--- src/design/dqd_pkg.sv ---
// Shared types and constants for the deque with delete-by-value.
package dqd_pkg;

    localparam int CAPACITY_DEF   = 16;
    localparam int DATA_WIDTH_DEF = 32;
    localparam int CMD_W          = 3;
    localparam int VALUE_W        = 32;
    localparam int STATUS_W       = 2;

    typedef enum logic [CMD_W-1:0] {
        CMD_PUSH_BACK  = 3'd0,
        CMD_POP_BACK   = 3'd1,
        CMD_PUSH_FRONT = 3'd2,
        CMD_POP_FRONT  = 3'd3,
        CMD_DELETE     = 3'd4
    } t_cmd;

    typedef enum logic [STATUS_W-1:0] {
        ST_OK      = 2'd0,
        ST_EMPTY   = 2'd1,
        ST_FULL    = 2'd2,
        ST_NOMATCH = 2'd3
    } t_status;

    // Per-cycle operation strobes broadcast to every cell; already qualified.
    typedef struct packed {
        logic push_back;
        logic pop_back;
        logic push_front;
        logic pop_front;
        logic del;
    } t_cell_ctrl;

endpackage

--- src/design/dqd_cell.sv ---
// One storage cell of the deque: holds one word and its valid bit.
module dqd_cell import dqd_pkg::*; #(
    parameter int W = 32
) (
    input  logic         i_clk,
    input  logic         i_rst_n,
    input  t_cell_ctrl   i_ctrl,
    input  logic [W-1:0] i_new,
    input  logic [W-1:0] i_left_data,
    input  logic         i_left_valid,
    input  logic [W-1:0] i_right_data,
    input  logic         i_right_valid,
    input  logic         i_hit,
    input  logic [W-1:0] i_tap,
    output logic         o_hit,
    output logic [W-1:0] o_tap,
    output logic [W-1:0] o_data,
    output logic         o_valid
);

    logic [W-1:0] r_data, n_data;
    logic         r_valid, n_valid;
    logic         w_match, w_last;

    assign w_match = r_valid && (r_data == i_new);
    assign w_last  = r_valid && !i_right_valid;
    // first match ripples toward the back; this cell and all behind it close the gap
    assign o_hit   = i_hit || w_match;
    // tap chain carries the back entry out at the back end for a pop from the back
    assign o_tap   = i_tap | (w_last ? r_data : '0);
    assign o_data  = r_data;
    assign o_valid = r_valid;

    always_comb begin
        n_data  = r_data;
        n_valid = r_valid;
        if (i_ctrl.push_back && !r_valid && i_left_valid) begin
            n_data  = i_new;
            n_valid = 1'b1;
        end
        if (i_ctrl.pop_back && w_last) begin
            n_valid = 1'b0;
        end
        if (i_ctrl.push_front) begin
            n_data  = i_left_data;
            n_valid = i_left_valid;
        end
        if (i_ctrl.pop_front || (i_ctrl.del && o_hit)) begin
            n_data  = i_right_data;
            n_valid = i_right_valid;
        end
    end

    always_ff @(posedge i_clk) begin
        r_data <= n_data;
        if (!i_rst_n) begin
            r_valid <= 1'b0;
        end else begin
            r_valid <= n_valid;
        end
    end

endmodule

--- config.mk ---
export PLATFORM = sky130hd
export DESIGN_NAME = dqd_cell
export DESIGN_NICKNAME = d
export VERILOG_FILES = /design/src/design/dqd_pkg.sv /design/src/design/dqd_cell.sv
export SDC_FILE = /design/constraint.sdc
export NUM_CORES = 1
export LEC_CHECK = 0
export BUFFER_PORTS_ARGS = -buffer_cell sky130_fd_sc_hd__buf_4
export CAP_MARGIN = 15
export CORE_MARGIN = 3
export CORE_UTILIZATION = 43
export DETAILED_ROUTE_END_ITERATION = 8
export PLACE_DENSITY = 0.95
export SKIP_LAST_GASP = 1
export SLEW_MARGIN = 20
export SYNTH_ARGS = -nofsm -noshare
export SYNTH_HDL_FRONTEND = slang
export SYNTH_SLANG_ARGS = --single-unit
--- constraint.sdc ---
create_clock -name i_clk -period 4.6 [get_ports i_clk]
set_input_delay 0.23 -clock i_clk [delete_from_list [all_inputs] [get_ports i_clk]]
set_output_delay 0.23 -clock i_clk [all_outputs]
set_load 0.01 [all_outputs]
After elaboration in Yosys (flattened, before gate mapping)
Index checks and enable logic that the tools add are counted.

cells by class
  shifts and indexed selects = 0
  multipliers = 0
  eq/ne operators = 1
  add/sub/neg operators = 0
  reduce and logical (&&, ||, !) cells = 12
  bitwise gates (word level) = 1
  muxes and demuxes = 8
  magnitude comparators = 0
  div/mod/pow operators = 0

operators with widths
  cell                count
  2-to-1 mux 32 bit   4
  == test 32 bit      1
  bitwise OR 32 bit   1
  logical AND 1 bit   6
  2-to-1 mux 1 bit    4
  nonzero test 4 bit  1
  nonzero test 3 bit  1
  zero test 1 bit     2
  logical OR 1 bit    2

word-level totals
  logic and storage cells = 24
  register bits after elaboration = 33
  output and inout port bits = 66
  latch bits = 0
  memories kept = 0
  input port bits = 138
  memory bits (writable) = 0
  ROM bits = 0

Logic depth before layout (Yosys ltp)
Gate-level depths: netlist (run 1).

  word-level depth = 7
  depth in mapped cells = 8
  mapped depth without buffers = 6

Worst setup path after synthesis (run 1)
No wires, ideal clock.

  path kind = register to register
  start = register r_data[21] (netlist: o_data[21])
  end = register r_data[0] (netlist: o_data[0]) (enable)
  clock period less this slack = 2589 ps
  buffers on the path = 1
  stages on the path, launching flop included = 8
  required time = 4212 ps
  path slack = 2011 ps
  setup time = 388 ps
  arrival time = 2201 ps
  path through = edfxtp_1 > xnor2_1 > nand4_1 > nor4_1 > nand4_1 > buf_4 > nand2_1 > a211o_1

on the way
  cells in the longest elaborated chain, start to end = 6

ends and longest elaborated chain
  what                                 RTL line        source
  start: declaration                   dqd_cell.sv:21  logic [W-1:0] r_data, n_data;
  start signal: assignment             dqd_cell.sv:55  r_data <= n_data;
  == test 32 bit                       dqd_cell.sv:25  assign w_match = r_valid && (r_data == i_new);
  logical AND 1 bit                    dqd_cell.sv:25
  logical OR 1 bit                     dqd_cell.sv:28  assign o_hit = i_hit || w_match;
  logical AND 1 bit                    dqd_cell.sv:48  if (i_ctrl.pop_front || (i_ctrl.del && o_hit)) begin
  logical OR 1 bit                     dqd_cell.sv:48
  nonzero test 3 bit (no source line)  -

Every way passes these cells.
A chain may end at the register's enable or synchronous reset.

Worst setup path after layout (run 1)
  start = register r_data[30] (netlist: o_data[30])
  end = register r_data[28] (netlist: o_data[28]) (enable)

Same word-level chain as after synthesis.

==> impl_metrics.tcl, run 1 <==
set metrics [dict create \
    outcome "completed" \
    finalHoldViolCount 0 \
    synth-compound-area-share_pct 28.7 \
    required_ns 4.53 \
    cts_post_setup_buffers_inserted 0 \
    synthAdderAreaFrac_pct 0 \
    worstSetupPathType "register to register" \
    holdPathStages 3 \
    seq_area_frac_synth_pct 38.2 \
    endpoint_kind "register" \
    fin_nets 577 \
    routedWlPerCell_um 19.3 \
    start_util_pct 45.5 \
    min_period_ns 2.97 \
    ys.warnings.count 0 \
    rsz0062_at_grt "no" \
    holdCritPathClass "input port to register" \
    grt_pass1_wl_mm 15.1 \
    wirelength_mm 9.86 \
    post-synth-top-area-cell "edfxtp_1" \
    gr-usage-all-layers_pct 27.1 \
    root_buffer "clkbuf_8" \
    cts_tree "done" \
    slew_viol_final 0 \
    grt_overflow 0 \
    synthSimpleGateAreaFrac_pct 5.76 \
    drt_iter0_drc 155 \
    max_slew_margin_pct 48.0 \
    vias 2895 \
    hpwl_mm 7.62 \
    gp_congestion 0.893 \
    avgSynthCellArea_um2 10.4 \
    antenna_found_initial 0 \
    syn2layout_area_growth_pct 62.8 \
    synth_area_leaders "edfxtp_1 37%, mux2i_1 13%, a21o_1 9.4%" \
    chipWidth_um 83.2 \
    synth_seq_cells 33 \
    grt_pass1_vias 2958 \
    die_h_um 83.2 \
    cp_data_arrival_time_ns 2.90 \
    cts_made_buffers 5 \
    fin_crit_sh_pct 64.5 \
    cts_sinks 33 \
    clockBufferDepth 2 \
    p_per_area_nw_per_um2 232 \
    clk_pin_slew_ns 0.07 \
    first_pass_iters 4 \
    drcViolationCount 0 \
    peakVddDrop_uv 163 \
    port-buffer-count 203 \
    p_leak_nw 2.03 \
    rows 27 \
    cap_violations 0 \
    cts_resized 0 \
    core_um2 5640 \
    reg2reg_to "o_data[28]$_DFFE_PP_" \
    antenna_cells 0 \
    setup_viol 0 \
    fin_skew_ns 0.00322 \
    hold_buffers 0 \
    worstReg2RegStart "o_data[30]$_DFFE_PP_" \
    yosysUniqueCellTypes 30 \
    synth_top_cell_area_share_pct 37.5 \
    cp-start-kind "register" \
    dieArea_um2 6930 \
    filler_cell_count 409 \
    synthXorXnorAreaFrac_pct 8.88 \
    hold_end "o_valid$_SDFFE_PN0P_" \
    max_freq_mhz 337 \
    reg2reg_slack_ns 1.63 \
    min_from "i_rst_n" \
    finalSetupTns_ns 0 \
    synthesis.nets 385 \
    power_mw 0.971 \
    drive_gt1_share_pct 53.5 \
    grt_max_degree 66 \
    synth.area.mux_share_pct 12.9 \
    clkLatencyLatePin_ns 0.28 \
    worst_pin_slew_ns 0.780 \
    synth_top_family_by_area "compound AO/OA/AOI/OAI gates" \
    synthCells 247 \
    ios 204 \
    synth_area_um2 2560 \
    via_per_inst 5.67 \
    r2r_cells 8 \
    worstPathMaxFanout 65 \
    htreeDepth 2 \
    antenna_left 0 \
]
## through the flow
step | hold WS [ns] | setup slack [ns] | utilization (%) | instance area [um2] | instances
finish | 0.232 | 1.63 | 74.0 | 4180 | 511
global route | 0.232 | 1.39 | 74.0 | 4180 | 511
CTS | 0.224 | 1.59 | 74.0 | 4180 | 511
detailed placement | 0.518 | 1.60 | 72.7 | 4100 | 504
global placement | 0.514 | 1.70 | 72.7 | 4100 | 504
floorplan | 0.369 | 2.01 | - | 2560 | 247
## cells in the mapped netlist
library cell,instances
a211o_1,1
a21o_1,32
a21oi_1,13
a21oi_2,20
a222oi_1,1
a31oi_1,32
a41o_1,1
and2_0,1
buf_1,1
buf_4,1
buf_6,5
clkbuf_1,15
dfxtp_1,1
edfxtp_1,32
inv_1,5
mux2i_1,33
nand2_1,4
nand2b_1,5
nand3_1,1
nand3b_1,1
nand4_1,6
nor2b_1,2
nor3_1,1
nor4_1,2
nor4b_2,1
o2111ai_1,1
o21ai_0,1
o22ai_1,2
xnor2_1,21
xor2_1,5
## how the worst max path moves through the flow
stage	slack, ns	to	from	cells past startpoint
2_1_floorplan	2.01	o_data[0]$_DFFE_PP_	o_data[21]$_DFFE_PP_	7
6_report	1.63	o_data[28]$_DFFE_PP_	o_data[30]$_DFFE_PP_	8
3_3_place_gp	1.70	o_data[20]$_DFFE_PP_	o_data[30]$_DFFE_PP_	8
5_1_grt	1.39	o_data[28]$_DFFE_PP_	o_data[30]$_DFFE_PP_	8
4_1_cts	1.59	o_data[28]$_DFFE_PP_	o_data[30]$_DFFE_PP_	8
3_5_place_dp	1.60	o_data[12]$_DFFE_PP_	o_data[30]$_DFFE_PP_	8
## worst max-delay path, stage by stage (launching register included)
cell and delay, ns:
edfxtp_1 0.45, xnor2_1 0.24, nand4_1 0.13, nor4_1 0.46
nand4_1 0.15, buf_4 0.40, nand2_1 0.23, a211o_1 0.14
buf_4 0.41
## cell families after synthesis
logic type      after synthesis
simple gates                 24
buf+inv                      27
xor+xnor                     26
compound gates              104
flops                        33
mux                          33
## final cells by class
class	count	area (um2)	share of cell area, %
Clock buffer	6	72.6	1.74
Tap cell	72	90.1	2.16
Sequential cell	33	981	23.5
Inverter	5	18.8	0.450
Multi-Input combinational cell	187	1460	34.9
Clock inverter	1	3.75	0.0899
Timing Repair Buffer	207	1550	37.2
## state kept, by name, summed over array words and instances, names as in the netlist
name and cells:
o_data 32, o_valid 1
## cell usage in the layout, fill, tap and decap left out, types with 2 or more instances in the layout
master    synthesis  final
inv_1             5      5
buf_4             1    207
a21o_1           32     32
edfxtp_1         32     32
a21oi_2          20     20
a21oi_1          13     12
a31oi_1          32     32
nand2b_1          5      5
o22ai_1           2      2
xnor2_1          21     21
clkbuf_8          0      5
mux2i_1          33     33
nor4_1            2      2
nand2_1           4      4
xor2_1            5      5
nand4_1           6      6
## power breakdown
group          leakage, nW  switching [mW]  internal [mW]  total [mW]
Sequential           0.332          0.0325          0.370       0.402
Combinational         1.66           0.155          0.206       0.361
Clock               0.0387           0.105          0.102       0.207
## per-layer routing
layer,GRT usage [%],vias to the layer above,wire length [um]
li1,-,1338,-
met1,27.7,1363,3430
met2,52.5,163,5370
met3,6.15,31,756
met4,10.8,0,306
met5,0,-,0
Note: power is estimated with default switching activity, not from simulation.
==> run 2, diff against run 1 <==
--- a/config.mk
+++ b/config.mk
@@ -8,9 +8,9 @@
 export BUFFER_PORTS_ARGS = -buffer_cell sky130_fd_sc_hd__buf_4
 export CAP_MARGIN = 15
 export CORE_MARGIN = 3
-export CORE_UTILIZATION = 43
+export CORE_UTILIZATION = 36
 export DETAILED_ROUTE_END_ITERATION = 8
-export PLACE_DENSITY = 0.95
+export PLACE_DENSITY = 0.85
 export SKIP_LAST_GASP = 1
 export SLEW_MARGIN = 20
 export SYNTH_ARGS = -nofsm -noshare
==> constraint.sdc (replaced) <==
create_clock -name i_clk -period 2.6 [get_ports i_clk]
set_input_delay 0.13 -clock i_clk [delete_from_list [all_inputs] [get_ports i_clk]]
set_output_delay 0.13 -clock i_clk [all_outputs]
set_load 0.01 [all_outputs]
==> impl_metrics.tcl, run 2 (synthesized netlist as in run 1, its figures left out) <==
set metrics [dict create \
    outcome "completed" \
    rows 30 \
    cts_post_setup_buffers_inserted 0 \
    grt_pass1_wl_mm 14.3 \
    peakVddDrop_uv 165 \
    grt_pass1_vias 2830 \
    routedWlPerCell_um 17.3 \
    largest_reg_flops 32 \
    path_cells "xnor2_1 -> nand4_1 -> nor4_2 -> nand4_1 -> buf_4 -> a21oi_1 -> a31oi_1" \
    drive_gt1_share_pct 54.5 \
    crit_top_cell "nand4_1" \
    cts_tree "done" \
    chipWidth_um 90.4 \
    crit_slowest_cell "edfxtp_1" \
    fin_nets 579 \
    rsz0062_at_grt "no" \
    clkLatencyLatePin_ns 0.28 \
    dieArea_um2 8170 \
    htreeDepth 2 \
    cap_violations 0 \
    worst_pin_slew_ns 0.596 \
    p_per_area_nw_per_um2 418 \
    port-buffer-count 203 \
    gp_congestion 0.833 \
    drt_iter0_drc 90 \
    worst_slack_ns 0.295 \
    max_slew_margin_pct 60.3 \
    drcViolationCount 0 \
    slew_viol_final 0 \
    worstPathMaxFanout 38 \
    clockBufferDepth 2 \
    hpwl_mm 7.44 \
    multiInputGateArea_um2 1460 \
    min_period_ns 2.30 \
    finalSetupTns_ns 0 \
    setup_viol 0 \
    cp_data_arrival_time_ns 2.31 \
    vias 2797 \
    endpoint_kind "register" \
    fin_skew_ns 0.00431 \
    holdCritPathClass "input port to register" \
    die_h_um 90.4 \
    layout_common_cells "208 x buf_4, 33 x mux2i_1, 32 x a31oi_1, 32 x a21o_1, 32 x edfxtp_1" \
    clk_pin_slew_ns 0.07 \
    critPathMaxStageDelay_ns 0.45 \
    worstSetupPathType "register to register" \
    max_freq_mhz 434 \
    cts_sinks 33 \
    antenna_cells 0 \
    filler_cell_count 620 \
    first_pass_iters 5 \
    antenna_left 0 \
    final_common_cell "buf_4" \
    core_um2 6870 \
    gr-usage-all-layers_pct 21.7 \
    finalHoldViolCount 0 \
    register_area_um2 981 \
    wirelength_mm 9.32 \
    ios 204 \
    fin_crit_sh_pct 88.7 \
    cts_made_buffers 5 \
    dp_slack_ns 0.160 \
    grt_max_degree 39 \
    start_util_pct 37.3 \
    p_leak_nw 2.06 \
    antenna_found_initial 0 \
    cp-start-kind "register" \
    via_per_inst 5.20 \
    required_ns 2.61 \
    root_buffer "clkbuf_8" \
    syn2layout_area_growth_pct 66.2 \
    grt_overflow 0 \
]
[run 2: through the flow]
step / std cells / total power [mW] / util [%] / cell area [um2] / hold WS, ns
floorplan: 247 / 0.981 / - / 2560 / 0.269
global placement: 530 / 1.35 / 60.5 / 4160 / 0.412
detailed placement: 530 / 1.36 / 60.5 / 4160 / 0.415
CTS: 538 / 1.80 / 62.0 / 4260 / 0.108
global route: 538 / 1.87 / 62.1 / 4260 / 0.114
finish: 538 / 1.78 / 62.1 / 4260 / 0.125
[run 2: per-layer routing]
layer / global-route usage (%) / share of wire (%) / vias to the layer above / wire length [um]
met5: 0 / 0 / - / 0
met3: 6.33 / 8.1 / 17 / 757
met4: 5.74 / 1.7 / 0 / 161
met2: 39.6 / 52 / 145 / 4850
li1: - / - / 1345 / -
met1: 24.6 / 38 / 1290 / 3550
[run 2: path summary, 6_finish.rpt]
check                            start                    to  slack, ns  cells after the start
setup reg to reg  o_data[12]$_DFFE_PP_   o_data[1]$_DFFE_PP_       0.30                      7
hold / removal                 i_rst_n  o_valid$_SDFFE_PN0P_       0.13                      3
hold reg to reg   o_valid$_SDFFE_PN0P_  o_valid$_SDFFE_PN0P_       0.69                      4
setup / recovery  o_data[12]$_DFFE_PP_   o_data[1]$_DFFE_PP_       0.30                      7
[run 2: timing repair]
| item | CTS | global route |
|---|---|---|
| hold buffers | 0 | 0 |
| endpoints found under the hold margin | 0 | 0 |
| setup endpoints to repair | 0 | 19 |
| gates resized for setup | 0 | 1 |
[run 2: worst max-delay path, delay by kind of cell (launching register included)]
kind	cells	cell delay [ns]
AO/OA/AOI/OAI	2	0.26
buffers and inverters	1	0.32
flip-flops	1	0.45
AND/OR/NAND/NOR	3	0.75
XOR/XNOR	1	0.25
[run 2: final cells by class]
| cell class | instances | area share (%) |
|---|---|---|
| Tap cell | 96 | 2.82 |
| Clock buffer | 7 | 2.26 |
| Timing Repair Buffer | 209 | 37.1 |
| Multi-Input combinational cell | 187 | 34.3 |
| Inverter | 5 | 0.440 |
| Clock inverter | 1 | 0.117 |
| Sequential cell | 33 | 23.0 |
[run 2: power breakdown]
group / switching [mW] / total [mW] / internal, mW
logic: 0.269 / 0.636 / 0.367
clock network: 0.194 / 0.433 / 0.239
registers: 0.0576 / 0.712 / 0.654
